[config.mk]
export PLATFORM = sky130hd
export DESIGN_NAME = tpsm_queue
export DESIGN_NICKNAME = d
export VERILOG_FILES = /design/src/rtl/core/tpsm_pkg.sv /design/src/rtl/core/tpsm_queue.sv
export SDC_FILE = /design/constraint.sdc
export NUM_CORES = 1
export LEC_CHECK = 0
export BUFFER_PORTS_ARGS = -buffer_cell sky130_fd_sc_hd__buf_2
export CORE_ASPECT_RATIO = 0.6
export CORE_MARGIN = 2
export CORE_UTILIZATION = 45
export CTS_CLUSTER_SIZE = 20
export DETAILED_ROUTE_END_ITERATION = 7
export PLACE_DENSITY_LB_ADDON = 0.3
export SKIP_CTS_REPAIR_TIMING = 1
export SLEW_MARGIN = 30
export SYNTH_ARGS = -nofsm -noshare
export SYNTH_HDL_FRONTEND = slang
export SYNTH_SLANG_ARGS = --single-unit
[constraint.sdc]
create_clock -name i_clk -period 4.5 [get_ports i_clk]
set_input_delay 0.225 -clock i_clk [delete_from_list [all_inputs] [get_ports i_clk]]
set_output_delay 0.225 -clock i_clk [all_outputs]
set_load 0.01 [all_outputs]
[src/rtl/core/tpsm_pkg.sv]
// ============================================================================
// tpsm_pkg
// Shared constants, types and the channel average function of the three-tap
// pixel smoother.
// ============================================================================
package tpsm_pkg;

    // Line store depth and counter widths.
    localparam int MAX_WIDTH    = 4096;
    localparam int COL_W        = $clog2(MAX_WIDTH);
    localparam int EFF_W_W      = COL_W + 1;
    localparam int HEIGHT_LIMIT = 4096;
    localparam int ROW_W        = $clog2(HEIGHT_LIMIT);
    localparam int EFF_H_W      = ROW_W + 1;

    // Configuration port.
    localparam int CFG_IDX_W  = 8;
    localparam int CFG_DATA_W = 13;
    localparam logic [CFG_IDX_W-1:0]  CFG_FRAME_WIDTH  = 8'd0;
    localparam logic [CFG_IDX_W-1:0]  CFG_FRAME_HEIGHT = 8'd1;
    localparam logic [CFG_DATA_W-1:0] FRAME_WIDTH_RST  = 13'd640;
    localparam logic [CFG_DATA_W-1:0] FRAME_HEIGHT_RST = 13'd480;

    // Queue between front and back.
    localparam int Q_DEPTH = 4;
    localparam int Q_PTR_W = $clog2(Q_DEPTH);
    localparam int Q_LVL_W = $clog2(Q_DEPTH + 1);

    // Divide by three: floor(s / 3) == (s * 683) >> 11 for every s up to 765.
    localparam logic [19:0] RECIP3       = 20'd683;
    localparam int          RECIP3_SHIFT = 11;

    typedef logic [31:0] t_pixel;

    // One classified pixel on its way from the front to the back.
    typedef struct packed {
        t_pixel above;      // stored pixel of the row above, same column
        t_pixel right;      // stored pixel of the row above, next column
        t_pixel px;         // incoming pixel
        logic   has_above;  // row above exists: one smoothed output
        logic   last_col;   // smoothed output passes the pixel above through
        logic   last_row;   // incoming pixel is also output unchanged
    } t_entry;

    // Per channel floor((a + b + c) / 3) over the four 8-bit channels.
    function automatic t_pixel avg3_pixel(input t_pixel a, input t_pixel b,
                                          input t_pixel c);
        logic [9:0]  s;
        logic [19:0] p;
        t_pixel      r;
        r = '0;
        for (int k = 0; k < 4; k++) begin
            s = 10'(a[8*k +: 8]) + 10'(b[8*k +: 8]) + 10'(c[8*k +: 8]);
            p = 20'(s) * RECIP3;
            r[8*k +: 8] = p[RECIP3_SHIFT +: 8];
        end
        return r;
    endfunction

endpackage

[src/rtl/core/tpsm_queue.sv]
// ============================================================================
// tpsm_queue
// Short first-in first-out queue of classified pixels between the front and
// the back end.
// ============================================================================
module tpsm_queue (
    input  logic                          i_clk,
    input  logic                          i_rst_n,
    input  logic                          i_push,
    input  tpsm_pkg::t_entry              i_push_entry,
    input  logic                          i_pop,
    output logic                          o_head_valid,
    output tpsm_pkg::t_entry              o_head_entry,
    output logic [tpsm_pkg::Q_LVL_W-1:0]  o_level
);

    tpsm_pkg::t_entry              r_slot [tpsm_pkg::Q_DEPTH];
    logic [tpsm_pkg::Q_PTR_W-1:0]  r_wr_ptr;
    logic [tpsm_pkg::Q_PTR_W-1:0]  r_rd_ptr;
    logic [tpsm_pkg::Q_LVL_W-1:0]  r_level;
    logic                          w_pop;

    assign o_head_valid = r_level != '0;
    assign o_head_entry = r_slot[r_rd_ptr];
    assign o_level      = r_level;
    assign w_pop        = i_pop && o_head_valid;

    // Pointers and fill level.
    always_ff @(posedge i_clk) begin
        if (!i_rst_n) begin
            r_wr_ptr <= '0;
            r_rd_ptr <= '0;
            r_level  <= '0;
        end else begin
            if (i_push) begin
                r_wr_ptr <= r_wr_ptr + tpsm_pkg::Q_PTR_W'(1);
            end
            if (w_pop) begin
                r_rd_ptr <= r_rd_ptr + tpsm_pkg::Q_PTR_W'(1);
            end
            case ({i_push, w_pop})
                2'b10:   r_level <= r_level + tpsm_pkg::Q_LVL_W'(1);
                2'b01:   r_level <= r_level - tpsm_pkg::Q_LVL_W'(1);
                default: r_level <= r_level;
            endcase
        end
    end

    // Entry storage.
    always_ff @(posedge i_clk) begin
        if (i_push) begin
            r_slot[r_wr_ptr] <= i_push_entry;
        end
    end

endmodule

# Word level (Yosys, flattened, before mapping)
# Memory sizes are Yosys's and may differ from the RTL's. A register that Yosys moved wholly into a read port is not among the register bits.
# Index checks and enable logic that the tools add are counted.
word_totals:
  output_inout_bits: 103
  latchBits: 0
  ramBits: 396
  mem_count: 1
  romBits: 0
  in_bits: 103
  elab_cells: 18
  ff_bits: 7
op_classes:
  n_eq_ne: 2
  reduce_logical: 3
  magnitude_cmp: 0
  mul: 0
  muxes: 5
  n_div: 0
  n_addsub: 4
  shifts: 0
  n_bitwise: 0
memory_table:
  columns: ["name", "words", "word_bits", "rd", "rd_clocked_by_memory_dff", "write_ports", "line", "source"]
  rows:
  - ["r_slot", 4, 99, 1, 1, 1, "tpsm_queue.sv:17", "tpsm_pkg::t_entry r_slot [tpsm_pkg::Q_DEPTH];"]
ops:
  columns: ["cell", "count"]
  rows:
  - ["case mux 3 bit (2 select lines)", 1]
  - ["adder 2 x 1 -> 2 bit (second input constant)", 2]
  - ["2-to-1 mux 2 bit", 2]
  - ["adder 3 x 1 -> 3 bit (second input constant)", 1]
  - ["nonzero test 3 bit", 1]
  - ["subtractor 3 x 1 -> 3 bit (second input constant)", 1]
  - ["equality test 2 x 1 -> 1 bit (second input constant)", 1]
  - ["equality test 2 bit (second input constant)", 1]
  - ["2-to-1 mux 1 bit", 2]
  - ["nonzero test 2 bit", 1]
  - ["logical AND 1 bit", 1]

# Longest topological paths before layout
depth:
  word_depth: 4
  ltp_mapped: 7
  depth_no_buf: 7

# Worst setup path after synthesis
# OpenSTA, ideal clock, no wires.
synth_timing:
  kind: "register -> register"
  from: "register r_wr_ptr[0] (netlist name)"
  to: "memory r_slot[0][0] (netlist name), enable pin"
  period_less_slack_ns: 3.298
  setup_slack_ns: 1.202
  n_path_buf: 0
  setup_ns: 0.469
  t_arrival_ns: 2.830
  path_stages_with_launch: 4
  t_required_ns: 4.031
  cell_sequence: "dfxtp_1 > inv_1 > ha_1 > and2_1"
synth_rtl:
  columns: ["element", "line", "source"]
  rows:
  - ["from (decl)", "tpsm_queue.sv:18", "logic [tpsm_pkg::Q_PTR_W-1:0] r_wr_ptr;"]
  - ["from (signal assigned)", "tpsm_queue.sv:36", "r_wr_ptr <= r_wr_ptr + tpsm_pkg::Q_PTR_W'(1);"]
  - ["to (decl)", "tpsm_queue.sv:17", null]
# Straight into the memory's write port.

==> impl_metrics.toml <==
[run_status]
status = "finished, final reports clean"

[yosys]
ys_top_cells_by_area = "edfxtp_1 81%, mux4_2 15%, dfxtp_1 1.2%"
synth-warning-count = 0
ys.flop_type = "edfxtp_1"
ys_ff_latch = 405
seq_area_frac_synth_pct = 82.1
synth_top_area_share_pct = 80.8
syn_inst = 563
async_flop_share_pct = 0
syn-num-nets = 672
synth_area_per_cell_um2 = 26.1
netlist.top_cell.by_area = "edfxtp_1"
netlist_area_mm2 = 0.0147
synth_cell_type_count = 22
synth_common_cells = "396 x edfxtp_1, 99 x mux4_2, 10 x buf_2, 9 x dfxtp_1"
synthMostInstantiatedCell = "edfxtp_1"
synth-edff-count = 396

[critical_path]
critPathMaxFanout = 39
crit_buf_inv = 2
critPathTopFamily = "flip-flops"
critical_path_arrival_ns = 2.85
cpPeakStageDelay_ns = 0.88
rr_worst_depth = 4
critPathKind = "register to output pin"
r2r-end = "r_slot[2][98]"
required_ns = 4.28
endpoint_kind = "output pin"
cp.depth = 3
r2r_start = "r_wr_ptr[0]"
worstPathCellList = "buf_4 -> mux4_2 -> buf_2"
cpMaxStageDelayCell = "dfxtp_4"
worstSetupStartpointType = "register"
r2r_slack_ns = 2.36

[min_path]
worst_hold_startpoint = "i_rst_n"
min_path_type = "primary input to register"
hold_depth = 2

[clocking]
cts_root_buffer = "clkbuf_16"
cts_buffers = 38
ctsLongestPathBuffers = 3
cts_tree = "done"
cts.sinks = 405
cts.clk_slew.worst_paths_ns = 0.06
htree_levels = 2
clkLatencyLatePin_ns = 0.52

[sta]
fmax_mhz = 325
tightest_slew_ns = 0.854
finClkSkew_ns = 0.00970
final-setup-viol-count = 0
maxSlewHeadroom_pct = 43.1
finalSetupTns_ns = 0
final-max-slew-violation-count = 0
hold_viol_final = 0
fin_crit_ns = 3.07
grt_setup_unrepaired = "false"
period_share_pct = 68.3

[detailed_routing]
ant_nets = 0
drt-met1-wl_mm = 12.4
drt_pass1_iterations = 4
routed_wirelength_mm = 28.6
routed-wl-met3_mm = 1.61
drt_drc_violations_left = 0
dr_wl_met2_mm = 14.1
drt-initial-drc-count = 375
routed_via_density = 5.17
routed.top_layer = "met4"
via_count = 6976
wl_per_cell_um = 21.2

[floorplan]
coreArea_mm2 = 0.0323
std_cell_rows = 51
io-pin-count = 206
start_util_pct = 45.6
die_h_um = 144
die_x_um = 237
die-area_mm2 = 0.0342

[placed_design]
dp_hpwl_mm = 17.2
place.gp.congestion = 0.792
port_buffers = 205

[global_route]
grt_antenna_before_repair = 1
grt_max_degree = 47
grt_pass1_vias = 7189
grt_pass1_wl_mm = 41.9
grt-ovfl-total = 0
grt_usage_pct = 16.4

[finish]
area_delta_synth_final_pct = 25.2
nets = 1006
drive_gt1_share_pct = 40.4
utilization_pct = 57.0

[power_and_ir_drop]
fin_total_pwr_uw = 9080
p_leak_uw = 0.00622
powerDensity_mw_per_mm2 = 493
peakVddDrop_v = 0.000365

[job]
drv_cap = 0
-- worst max path at each step --
stage | slack (ns) | endpoint | start
2_1_floorplan | 1.20 | r_slot[0][0] | r_wr_ptr[0]
3_3_place_gp | 1.93 | o_head_entry[52] | register
3_5_place_dp | 1.91 | o_head_entry[40] | register
4_1_cts | 1.33 | o_head_entry[35] | register
5_1_grt | 1.20 | o_head_entry[40] | register
6_report | 1.43 | o_head_entry[52] | register
-- cell type report --
type,instances,area [um^2]
inverters,6,22.5
clock inverters,23,130
multi-input cells,130,2500
diodes,1,2.50
fillers,2375,13900
well taps,424,531
clock buffers,44,1040
flip-flops and latches,405,12100
repair buffers,316,2120
-- worst register-to-register path, delay by kind of cell (launching register included) --
| family | cells | cell delay [ns] |
|---|---|---|
| fa+ha+maj | 1 | 0.15 |
| buf+inv | 2 | 0.68 |
| flops | 1 | 0.35 |
| simple gates | 1 | 0.59 |
-- routing by layer --
metal / GRT usage [%] / vias to the layer above
li1: - / 3093
met1: 20.9 / 3659
met2: 27.6 / 179
met3: 5.50 / 45
met4: 4.30 / 0
met5: 0 / -
-- cell usage in the layout, fill, tap and decap left out, drive strengths merged, types with 2 or more instances in the layout --
| cell type | instances |
|---|---|
| mux4 | 99 |
| and2 | 8 |
| inv | 6 |
| clkinv | 21 |
| xnor2 | 3 |
| ha | 5 |
| xor2 | 2 |
| or3 | 2 |
| dfxtp | 9 |
| buf | 217 |
| nor2b | 3 |
| edfxtp | 396 |
| o21ai | 2 |
| dlygate4sd3 | 99 |
| clkbuf | 44 |
-- flip-flops by register name, indices dropped and copies added (netlist names), named ones only --
signal	count
o_level	3
r_slot	396
r_rd_ptr	2
r_wr_ptr	2
-- report_power, final --
| group | total [uW] | switching, uW | internal [uW] |
|---|---|---|---|
| clock | 3010 | 1300 | 1700 |
| sequential | 4500 | 148 | 4350 |
| combinational | 1580 | 750 | 826 |
-- stage by stage --
step	setup WS, ns	area, um^2	hold slack (ns)	instances
after floorplan	1.20	14700	0.324	563
after global placement	1.93	16300	0.433	1182
after detailed placement	1.91	16300	0.444	1182
after CTS	1.33	17400	-0.120	1249
after global routing	1.20	18400	0.00376	1349
final	1.43	18400	0.00543	1349
-- kinds of logic after synthesis --
logic type      Yosys count  synth area share, %
compound gates            5                0.238
xor+xnor                  5                0.298
buf+inv                  28                 1.03
fa+ha+maj                 6                0.561
mux                     100                 15.2
flops                   405                 82.1
simple gates             14                0.578
(Power assumes the default switching activity.)
