===== src/rtl/core/tpsm_pkg.sv =====
// ============================================================================
// tpsm_pkg
// Shared constants, types and the channel average function of the three-tap
// pixel smoother.
// ============================================================================
package tpsm_pkg;

    // Line store depth and counter widths.
    localparam int MAX_WIDTH    = 4096;
    localparam int COL_W        = $clog2(MAX_WIDTH);
    localparam int EFF_W_W      = COL_W + 1;
    localparam int HEIGHT_LIMIT = 4096;
    localparam int ROW_W        = $clog2(HEIGHT_LIMIT);
    localparam int EFF_H_W      = ROW_W + 1;

    // Configuration port.
    localparam int CFG_IDX_W  = 8;
    localparam int CFG_DATA_W = 13;
    localparam logic [CFG_IDX_W-1:0]  CFG_FRAME_WIDTH  = 8'd0;
    localparam logic [CFG_IDX_W-1:0]  CFG_FRAME_HEIGHT = 8'd1;
    localparam logic [CFG_DATA_W-1:0] FRAME_WIDTH_RST  = 13'd640;
    localparam logic [CFG_DATA_W-1:0] FRAME_HEIGHT_RST = 13'd480;

    // Queue between front and back.
    localparam int Q_DEPTH = 4;
    localparam int Q_PTR_W = $clog2(Q_DEPTH);
    localparam int Q_LVL_W = $clog2(Q_DEPTH + 1);

    // Divide by three: floor(s / 3) == (s * 683) >> 11 for every s up to 765.
    localparam logic [19:0] RECIP3       = 20'd683;
    localparam int          RECIP3_SHIFT = 11;

    typedef logic [31:0] t_pixel;

    // One classified pixel on its way from the front to the back.
    typedef struct packed {
        t_pixel above;      // stored pixel of the row above, same column
        t_pixel right;      // stored pixel of the row above, next column
        t_pixel px;         // incoming pixel
        logic   has_above;  // row above exists: one smoothed output
        logic   last_col;   // smoothed output passes the pixel above through
        logic   last_row;   // incoming pixel is also output unchanged
    } t_entry;

    // Per channel floor((a + b + c) / 3) over the four 8-bit channels.
    function automatic t_pixel avg3_pixel(input t_pixel a, input t_pixel b,
                                          input t_pixel c);
        logic [9:0]  s;
        logic [19:0] p;
        t_pixel      r;
        r = '0;
        for (int k = 0; k < 4; k++) begin
            s = 10'(a[8*k +: 8]) + 10'(b[8*k +: 8]) + 10'(c[8*k +: 8]);
            p = 20'(s) * RECIP3;
            r[8*k +: 8] = p[RECIP3_SHIFT +: 8];
        end
        return r;
    endfunction

endpackage


===== src/rtl/core/tpsm_back.sv =====
// ============================================================================
// tpsm_back
// Turns each classified pixel into zero, one or two output beats and holds
// them in the output register until they are taken.
// ============================================================================
module tpsm_back (
    input  logic              i_clk,
    input  logic              i_rst_n,
    input  logic              i_head_valid,
    input  tpsm_pkg::t_entry  i_head_entry,
    output logic              o_pop,
    output logic              o_out_valid,
    input  logic              i_out_ready,
    output tpsm_pkg::t_pixel  o_out_pixel,
    output logic              o_out_last,
    output logic              o_out_eof
);

    typedef enum logic {
        PH_FIRST,
        PH_SECOND
    } t_phase;

    t_phase           r_phase;
    t_phase           n_phase;
    logic             r_out_valid;
    logic             n_out_valid;
    tpsm_pkg::t_pixel r_out_pixel;
    tpsm_pkg::t_pixel n_out_pixel;
    logic             r_out_last;
    logic             n_out_last;
    logic             r_out_eof;
    logic             n_out_eof;
    logic             w_load;
    tpsm_pkg::t_pixel w_smooth;

    assign w_smooth = tpsm_pkg::avg3_pixel(i_head_entry.above, i_head_entry.right,
                                           i_head_entry.px);
    assign w_load   = !r_out_valid || i_out_ready;

    // Pick the next output beat: the smoothed pixel above first, then the pass-through.
    always_comb begin
        o_pop       = 1'b0;
        n_phase     = r_phase;
        n_out_valid = r_out_valid;
        n_out_pixel = r_out_pixel;
        n_out_last  = r_out_last;
        n_out_eof   = r_out_eof;
        if (w_load) begin
            n_out_valid = 1'b0;
            if (i_head_valid) begin
                if (i_head_entry.has_above && (r_phase == PH_FIRST)) begin
                    n_out_valid = 1'b1;
                    n_out_pixel = i_head_entry.last_col ? i_head_entry.above : w_smooth;
                    n_out_eof   = 1'b0;
                    n_out_last  = !i_head_entry.last_row;
                    if (i_head_entry.last_row) begin
                        n_phase = PH_SECOND;
                    end else begin
                        o_pop = 1'b1;
                    end
                end else if (i_head_entry.last_row) begin
                    n_out_valid = 1'b1;
                    n_out_pixel = i_head_entry.px;
                    n_out_eof   = i_head_entry.last_col;
                    n_out_last  = 1'b1;
                    n_phase     = PH_FIRST;
                    o_pop       = 1'b1;
                end else begin
                    // First row of a taller frame: nothing to send yet.
                    o_pop = 1'b1;
                end
            end
        end
    end

    // Phase and output register.
    always_ff @(posedge i_clk) begin
        if (!i_rst_n) begin
            r_phase     <= PH_FIRST;
            r_out_valid <= 1'b0;
        end else begin
            r_phase     <= n_phase;
            r_out_valid <= n_out_valid;
        end
        r_out_pixel <= n_out_pixel;
        r_out_last  <= n_out_last;
        r_out_eof   <= n_out_eof;
    end

    assign o_out_valid = r_out_valid;
    assign o_out_pixel = r_out_pixel;
    assign o_out_last  = r_out_last;
    assign o_out_eof   = r_out_eof;

endmodule


===== config.mk =====
export PLATFORM = sky130hd
export DESIGN_NAME = tpsm_back
export DESIGN_NICKNAME = d
export VERILOG_FILES = /design/src/rtl/core/tpsm_pkg.sv /design/src/rtl/core/tpsm_back.sv
export SDC_FILE = /design/constraint.sdc
export NUM_CORES = 1
export LEC_CHECK = 0
export CAP_MARGIN = 30
export CORE_MARGIN = 2
export CORE_UTILIZATION = 45
export CTS_BUF_LIST = sky130_fd_sc_hd__clkbuf_8
export DETAILED_ROUTE_END_ITERATION = 10
export DONT_BUFFER_PORTS = 1
export GPL_TIMING_DRIVEN = 0
export PLACE_DENSITY = 0.64
export SYNTH_ARGS = -nofsm -noshare
export SYNTH_HDL_FRONTEND = slang
export SYNTH_SLANG_ARGS = --single-unit

===== constraint.sdc =====
create_clock -name i_clk -period 6.55 [get_ports i_clk]
set_input_delay 0.3275 -clock i_clk [delete_from_list [all_inputs] [get_ports i_clk]]
set_output_delay 0.3275 -clock i_clk [all_outputs]
set_load 0.005 [all_outputs]

* Word level (Yosys, flattened, before mapping)
Cells that the tools add are included.
** Word-level totals
- ROM bits :: 0
- Bits in latches :: 0
- Memories :: 0
- Word-level logic and storage cells :: 40
- Bits in registers :: 36
- RAM bits :: 0
** Operators by class
- Bitwise gates (word level) :: 1
- Multiplexer cells :: 15
- Reduce and logical (&&, ||, !) cells :: 7
- Multiply operators :: 4
- Add/sub/neg operators :: 8
- Shift operators :: 0
- Divide/modulo/power cells :: 0
- Equality and inequality tests :: 0
- Order comparisons :: 0
** Operators by type and width (count)
- $mux W32 :: 3
- $mul A10 B10 Y19 const B :: 4
- $add A9 B8 Y10 :: 4
- $add A8 B8 Y9 :: 4
- $mux W1 :: 12
- $reduce_and A3 Y1 :: 2
- $logic_not A1 Y1 :: 2
- $reduce_bool A2 Y1 :: 1
- $logic_and A1 B1 Y1 :: 1
- $logic_or A1 B1 Y1 :: 1
- $not A1 Y1 :: 1

* Depth between registers and ports, before layout
Gate-level depths: netlist of run 1.
- Depth in word-level cells :: 5
- Depth in mapped cells :: 32
- Mapped depth without buffers :: 32

* Worst setup path before layout of run 1
Ideal clock, no wire load.
- Kind :: input-to-reg
- Start point :: in i_head_entry[4] in the netlist's numbering
- End point :: reg r_out_pixel[5] (netlist: o_out_pixel[5]) (data pin)
- Arrival time :: 6.427 ns
- Setup slack :: -0.138 ns
- Stages on the path :: 32
- Setup time :: 0.261 ns
- Cells stage by stage :: inv_1 > fa_1 > inv_1 > ha_1 > inv_1 > fa_1 > nor2b_1 > o21ai_0 > nand2b_1 > nand2_1 > nand2b_1 > a21o_1 > xnor2_1 > inv_1 > ha_1 > ha_1 > inv_1 > fa_1 > inv_1 > fa_1 > inv_1 > fa_1 > inv_1 > ha_1 > nor3_1 > nor2_1 > a31oi_1 > a311oi_1 > or2_2 > a211oi_1 > mux2i_1 > nand3_1
** On the way
- Cells in the longest elaborated chain, start to end :: 4
** Ends and longest elaborated chain
- start: declaration :: line tpsm_back.sv:10 : input tpsm_pkg::t_entry i_head_entry,
- $add A9 B8 Y10 :: line tpsm_pkg.sv:53 : s = 10'(a[8*k +: 8]) + 10'(b[8*k +: 8]) + 10'(c[8*k +: 8]);
- $mul A10 B10 Y19 :: line tpsm_pkg.sv:54 : p = 20'(s) * RECIP3;
- $mux W32 :: line tpsm_back.sv:54 : n_out_pixel = i_head_entry.last_col ? i_head_entry.above : w_smooth;
- $mux W32 :: line tpsm_back.sv:52 : if (i_head_entry.has_above && (r_phase == PH_FIRST)) begin
- end signal: assignment :: line tpsm_back.sv:86 : r_out_pixel <= n_out_pixel;
- end: declaration :: line tpsm_back.sv:28 : tpsm_pkg::t_pixel r_out_pixel;
No other way between the ends.
A chain may end at the register's enable or synchronous reset.

* Worst setup path after layout of run 1
- Start point :: in i_head_entry[68] in the netlist's numbering
- End point :: reg r_out_pixel[5] (netlist: o_out_pixel[5]) (data pin)
** On the way
- Cells in the longest elaborated chain, start to end :: 5
** Ends and longest elaborated chain (line)
- $add A8 B8 Y9 :: tpsm_pkg.sv:53
- $add A9 B8 Y10 :: tpsm_pkg.sv:53
- $mul A10 B10 Y19 :: tpsm_pkg.sv:54
- $mux W32 :: tpsm_back.sv:54
- $mux W32 :: tpsm_back.sv:52
No other way between the ends.

==> results.toml, run 1 <==
[die]
die_w_um = 154
rows = 54
dieArea_um2 = 23700
die_y_um = 154
pin_count = 139
core_um2 = 22000
initial_utilization = 0.461

[timing]
setup_slack_ns = 0.172
slew_headroom = 0.413
worst_pin_slew_ns = 0.881
fmax_mhz = 157
slew_violations = 0
period_minus_slack_ns = 6.38
setup_violations = 0
fin_crit_sh = 0.974
hold_viol_final = 0
hold_slack_ns = 0.150
skew_ns = 0.00474

[yosys]
yosysSeqAreaShare = 0.105
yosys_most_used_dff = "edfxtp_1"
syn_nets = 1536
async_reset_ff_frac = 0
synth_commonest_cells = "ha_1 (255), inv_1 (223), fa_1 (115)"
synth_area_leaders = "ha_1 (32%), fa_1 (23%), edfxtp_1 (10%)"
yosys.area_share.simple = 0.0786
synth_edf_count = 34
synth_warnings = 0
synthXorXnorAreaFrac = 0.0701
yosysTopAreaCell = "ha_1"
synth_most_common_cell = "ha_1"
synth-compound-area-share = 0.112
avgSynthCellArea_um2 = 9.52
synth_area_um2 = 10100
netlist_instances = 1063
synthMuxAreaShare = 0.00297
ys_ff_latch = 36
synth_adder_area_share = 0.543
synth_top_area_share = 0.315
synth_top_family_by_area = "adder cells"
synth.distinct_cells = 53

[drt]
vias = 7389
wl_per_cell_um = 18.2
initialDrtViolationCount = 291
drc = 0
detail-route-antenna-nets = 0
drt_first_pass_iters = 4
vias_per_cell = 5.37
drt_wl_total_um = 25000

[outcome]
status = "finished, final reports clean"

[global_route]
grt_pass1_vias = 7704
grt_use_total = 0.212
overflow = 0
antenna_found_initial = 0
grt_max_degree = 28
grt_first_pass_wirelength_um = 39400

[finish]
nets = 1567
fin_cells = 1375
fillers = 1988
num_antenna_cells = 0
final_cell_area_um2 = 11300
drive_gt1_frac = 0.111
syn2layout_area_growth_pct = 11.7
multi_input_area_um2 = 8680
regArea_um2 = 1060

[worst_setup_path]
crit_path_max_fanout = 3
start_kind = "input port"
slowest_stage = "fa_1"
cp.required_ns = 6.60
max_stage_delay_ns = 0.51
critPathArrivalTime_ns = 6.42
critical_path_class = "in -> reg"
end_kind = "flop"

[flow_run]
maxCapViolCount = 0

[place]
io_buffers = 0
dp_slack_ns = -0.870
dpl-instance-area_um2 = 10500
dpl.cell_count = 1344
dp_hpwl_um = 21400
routabilityCongestion = 0.875

[clocking]
cts_inserted_buffers = 5
clkTransAtPathRegs_ns = 0.09
ctsHoldBuffers = 0
cts_sinks = 36
insertion_delay_ns = 0.31
clockBufferDepth = 2
cts_tree = "built"
cts_root_buf = "clkbuf_8"
cts_max_level = 2

[hold_path]
hold_path.class = "in -> reg"
==> critical path, delay by kind of cell <==
family	cells	cell delay, ns
AND/OR/NAND/NOR	8	1.18
AO/OA/AOI/OAI	5	0.88
multiplexers	1	0.29
buffers and inverters	8	0.40
adder cells (fa/ha/maj)	9	3.20
XOR/XNOR	1	0.15
==> cell families (layout without fill, tap and decap cells) <==
family,after synthesis,count (layout)
fa+ha+maj,370,370
flops,36,36
xor+xnor,81,81
simple gates,167,167
mux,3,3
buf+inv,237,269
compound gates,169,169
==> through the flow <==
step                      TNS (ns)  utilization
final                            0        0.514
after global routing       -0.0724        0.514
after detailed placement    -11.68        0.478
after floorplan                  0            -
after global placement      -10.37        0.477
after CTS                  -0.0173        0.492
==> cells in the final DEF, fill, tap and decap left out, types with 15 or more instances in the layout <==
master	count
ha_1	244
inv_1	214
fa_1	110
xnor2_1	42
nand2_1	41
nor2_1	41
a21oi_1	38
edfxtp_1	34
o21ai_0	25
xor2_1	24
buf_4	22
nor3_1	17
a21o_1	15
==> timing repair <==
action | CTS | global route
buffers inserted | 6 | 17
endpoints found under the setup margin | 19 | 23
pin swaps | 7 | 55
gates resized for setup | 27 | 69
==> registers in the layout (all words and copies together) (netlist names) <==
name / flops
o_out_pixel: 32
r_phase: 1
o_out_last: 1
o_out_eof: 1
o_out_valid: 1
==> layer usage <==
metal	vias to the layer above	track usage	share of wire	routed length [um]
met3	32	0.0223	0.039	975
met2	152	0.383	0.51	12700
met1	3577	0.270	0.43	10800
met4	0	0.0570	0.019	481
met5	-	0	0	0
li1	3628	-	-	-
==> area by class of cell <==
class / count / share of cell area
clock buffers: 5 / 0.00609
plain buffers: 13 / 0.00432
inverters: 224 / 0.0748
multi-input cells: 790 / 0.769
flip-flops and latches: 36 / 0.0939
clock inverters: 3 / 0.00377
well taps: 280 / 0.0310
repair buffers: 24 / 0.0174
==> final timing paths <==
path,startpoint,cells past startpoint,slack (ns),end
worst min-delay path,i_head_entry[0],1,0.15,o_out_last$_SDFFCE_PN1P_
worst min register to register,r_phase$_SDFFE_PN0P_,2,0.55,r_phase$_SDFFE_PN0P_
worst max-delay path,i_head_entry[68],32,0.17,o_out_pixel[5]$_DFFE_PP_
worst max register to register,r_phase$_SDFFE_PN0P_,6,3.56,o_out_pixel[24]$_DFFE_PP_
Power of run 1 is not shown: default switching activity piles up to over one toggle a cycle in this logic, so the estimate is an artifact.
==> run 2: changes to the inputs <==
--- a/config.mk
+++ b/config.mk
@@ -5,6 +5,7 @@
 export SDC_FILE = /design/constraint.sdc
 export NUM_CORES = 1
 export LEC_CHECK = 0
+export ABC_AREA = 1
 export CAP_MARGIN = 30
 export CORE_MARGIN = 2
 export CORE_UTILIZATION = 45
==> run 2 against run 1 <==
  * Maximum frequency grew 4.0%
  * Via count grew 29%
  * Non-clock buffer count shrank 22
  * Final cell count grew 37%
  * Count of clock-buffer cells in the layout is the same
  * Synthesized area grew 15%
  * Largest cell class unchanged
  * Register-to-register slack gained 0.76 ns
==> results.toml, run 2 <==
[outcome]
status = "finished, final reports clean"

[place]
dpl-instance-area_um2 = 12000
dpl.cell_count = 1870
dp_hpwl_um = 26200
routabilityCongestion = 0.914
io_buffers = 0

[yosys]
avgSynthCellArea_um2 = 7.53
synth_most_common_cell = "nand2_1"
synth_edf_count = 34
yosys_most_used_dff = "edfxtp_1"
netlist_instances = 1539
yosysSeqAreaShare = 0.0916
synth_area_leaders = "ha_1 (28%), fa_1 (20%), nand2_1 (11%)"
async_reset_ff_frac = 0
synth_top_area_share = 0.275
synth.distinct_cells = 39
synth_area_um2 = 11600
syn_nets = 2012
ys_ff_latch = 36
synth_warnings = 0
yosysTopAreaCell = "ha_1"
synth_commonest_cells = "nand2_1 (355), inv_1 (337), ha_1 (255)"

[clocking]
cts_inserted_buffers = 5
clockBufferDepth = 2
clkTransAtPathRegs_ns = 0.10
cts_sinks = 36
cts_root_buf = "clkbuf_8"
cts_max_level = 2
ctsHoldBuffers = 0
insertion_delay_ns = 0.34
cts_tree = "built"

[global_route]
gr-usage-met1 = 0.305
met3_usage = 0.0286
grt_use_total = 0.228
grt_first_pass_wirelength_um = 48200
grt.busiest_layer = "met2"
antenna_found_initial = 0
use_met2 = 0.389
grt_max_degree = 24
overflow = 0
grt_pass1_vias = 9840

[drt]
drc = 0
initialDrtViolationCount = 486
drt_wl_total_um = 29800
vias_per_cell = 5.09
vias = 9551
detail-route-antenna-nets = 0
wl_per_cell_um = 15.8
drt_first_pass_iters = 5

[die]
die_w_um = 164
pin_count = 139
core_um2 = 25300
initial_utilization = 0.459
die_y_um = 164
dieArea_um2 = 27100
rows = 58

[finish]
final_cell_area_um2 = 12100
final_common_cell = "nand2_1"
fin_cells = 1878
drive_gt1_frac = 0.0187
largest_register_ffs = 32
mostFrequentLayoutCells = "nand2_1 (355), inv_1 (339), ha_1 (255), fa_1 (115), nor2_1 (111)"
nets = 2020
num_antenna_cells = 0
syn2layout_area_growth_pct = 4.62

[worst_setup_path]
start_kind = "input port"
max_stage_delay_ns = 0.54
crit_family = "adder cells"
slowest_stage = "fa_1"
critPathArrivalTime_ns = 6.19
crit_path_max_fanout = 4
critPathBufInv = 9
end_kind = "flop"
critical_path_class = "in -> reg"
cp.required_ns = 6.61
path_common_cell = "inv_1"

[hold_path]
hold_path.class = "in -> reg"

[flow_run]
maxCapViolCount = 0

[timing]
slew_headroom = 0.418
fin_crit_sh = 0.936
rsz0062_at_grt = "no"
setup_violations = 0
slew_violations = 0
skew_ns = 0.00838
hold_viol_final = 0
hold_slack_ns = 0.128
worst_pin_slew_ns = 0.872
fin_setup_tns_ns = 0
fmax_mhz = 163
period_minus_slack_ns = 6.13
## run 2: cell types whose count changed in the layout (fill, tap and decap cells not counted), sizes merged, moves of 10 or more
cell,delta
nand2,+315
inv,+118
nor2,+72
nand3,+58
a21oi,+41
xnor2,-39
buf,-19
nor2b,-14
nand2b,-12
a211oi,-11
nor3,-11
and3,-10
o21bai,+10
## run 2: final timing paths
path	cells after the start	from	slack (ns)	end
worst max-delay path	29	i_head_entry[12]	0.42	o_out_pixel[10]$_DFFE_PP_
worst min-delay path	2	i_rst_n	0.13	o_out_valid$_SDFFE_PN0P_
worst max register to register	7	r_phase$_SDFFE_PN0P_	4.32	o_out_pixel[11]$_DFFE_PP_
worst min register to register	2	r_phase$_SDFFE_PN0P_	0.56	r_phase$_SDFFE_PN0P_
## run 2: layout make-up
cell class | count | area [um2]
fillers | 2503 | 13100
multi-input cells | 1150 | 9220
inverters | 339 | 1270
flip-flops and latches | 36 | 1060
well taps | 330 | 413
clock buffers | 5 | 68.8
plain buffers | 14 | 57.6
repair buffers | 1 | 20.0
clock inverters | 3 | 11.3
## run 2: logic make-up after synthesis
family                     after synthesis  synth area share
DFF                                     36            0.0916
AOI/OAI and AO/OA                      166            0.0814
and+or+nand+nor                        573             0.203
buffers and inverters                  353             0.115
xor gates and xnor gates                41            0.0355
adders and majority gates              370             0.474
## run 2: metrics by stage
| stage | setup slack, ns | util |
|---|---|---|
| 2_1_floorplan | 0.827 | - |
| 3_3_place_gp | -0.0581 | 0.475 |
| 3_5_place_dp | -0.134 | 0.476 |
| 4_1_cts | 0.228 | 0.479 |
| 5_1_grt | 0.00968 | 0.480 |
| 6_report | 0.417 | 0.480 |
## run 2: worst reg2reg max path: stages, from the launching register on
cell and delay (ns):
dfxtp_1 0.32, nor2_1 0.13, inv_1 0.09, clkbuf_1 0.38
a21oi_1 0.29, inv_1 0.09, nor2_4 0.37, buf_12 0.24
## run 2: layer usage
metal  routed length (um)  vias to the layer above
met5                    0                        -
met4                  680                        0
met3                 1290                       36
met2                13800                      197
met1                14000                     4441
li1                     -                     4877
## run 2: what timing repair did
action                                 4_1_cts  5_1_grt
gates resized for setup                      0        2
buffers inserted                             0        0
setup endpoints to repair                    0        4
endpoints found under the hold margin        0        0
Power of run 2 is left out for the same reason.
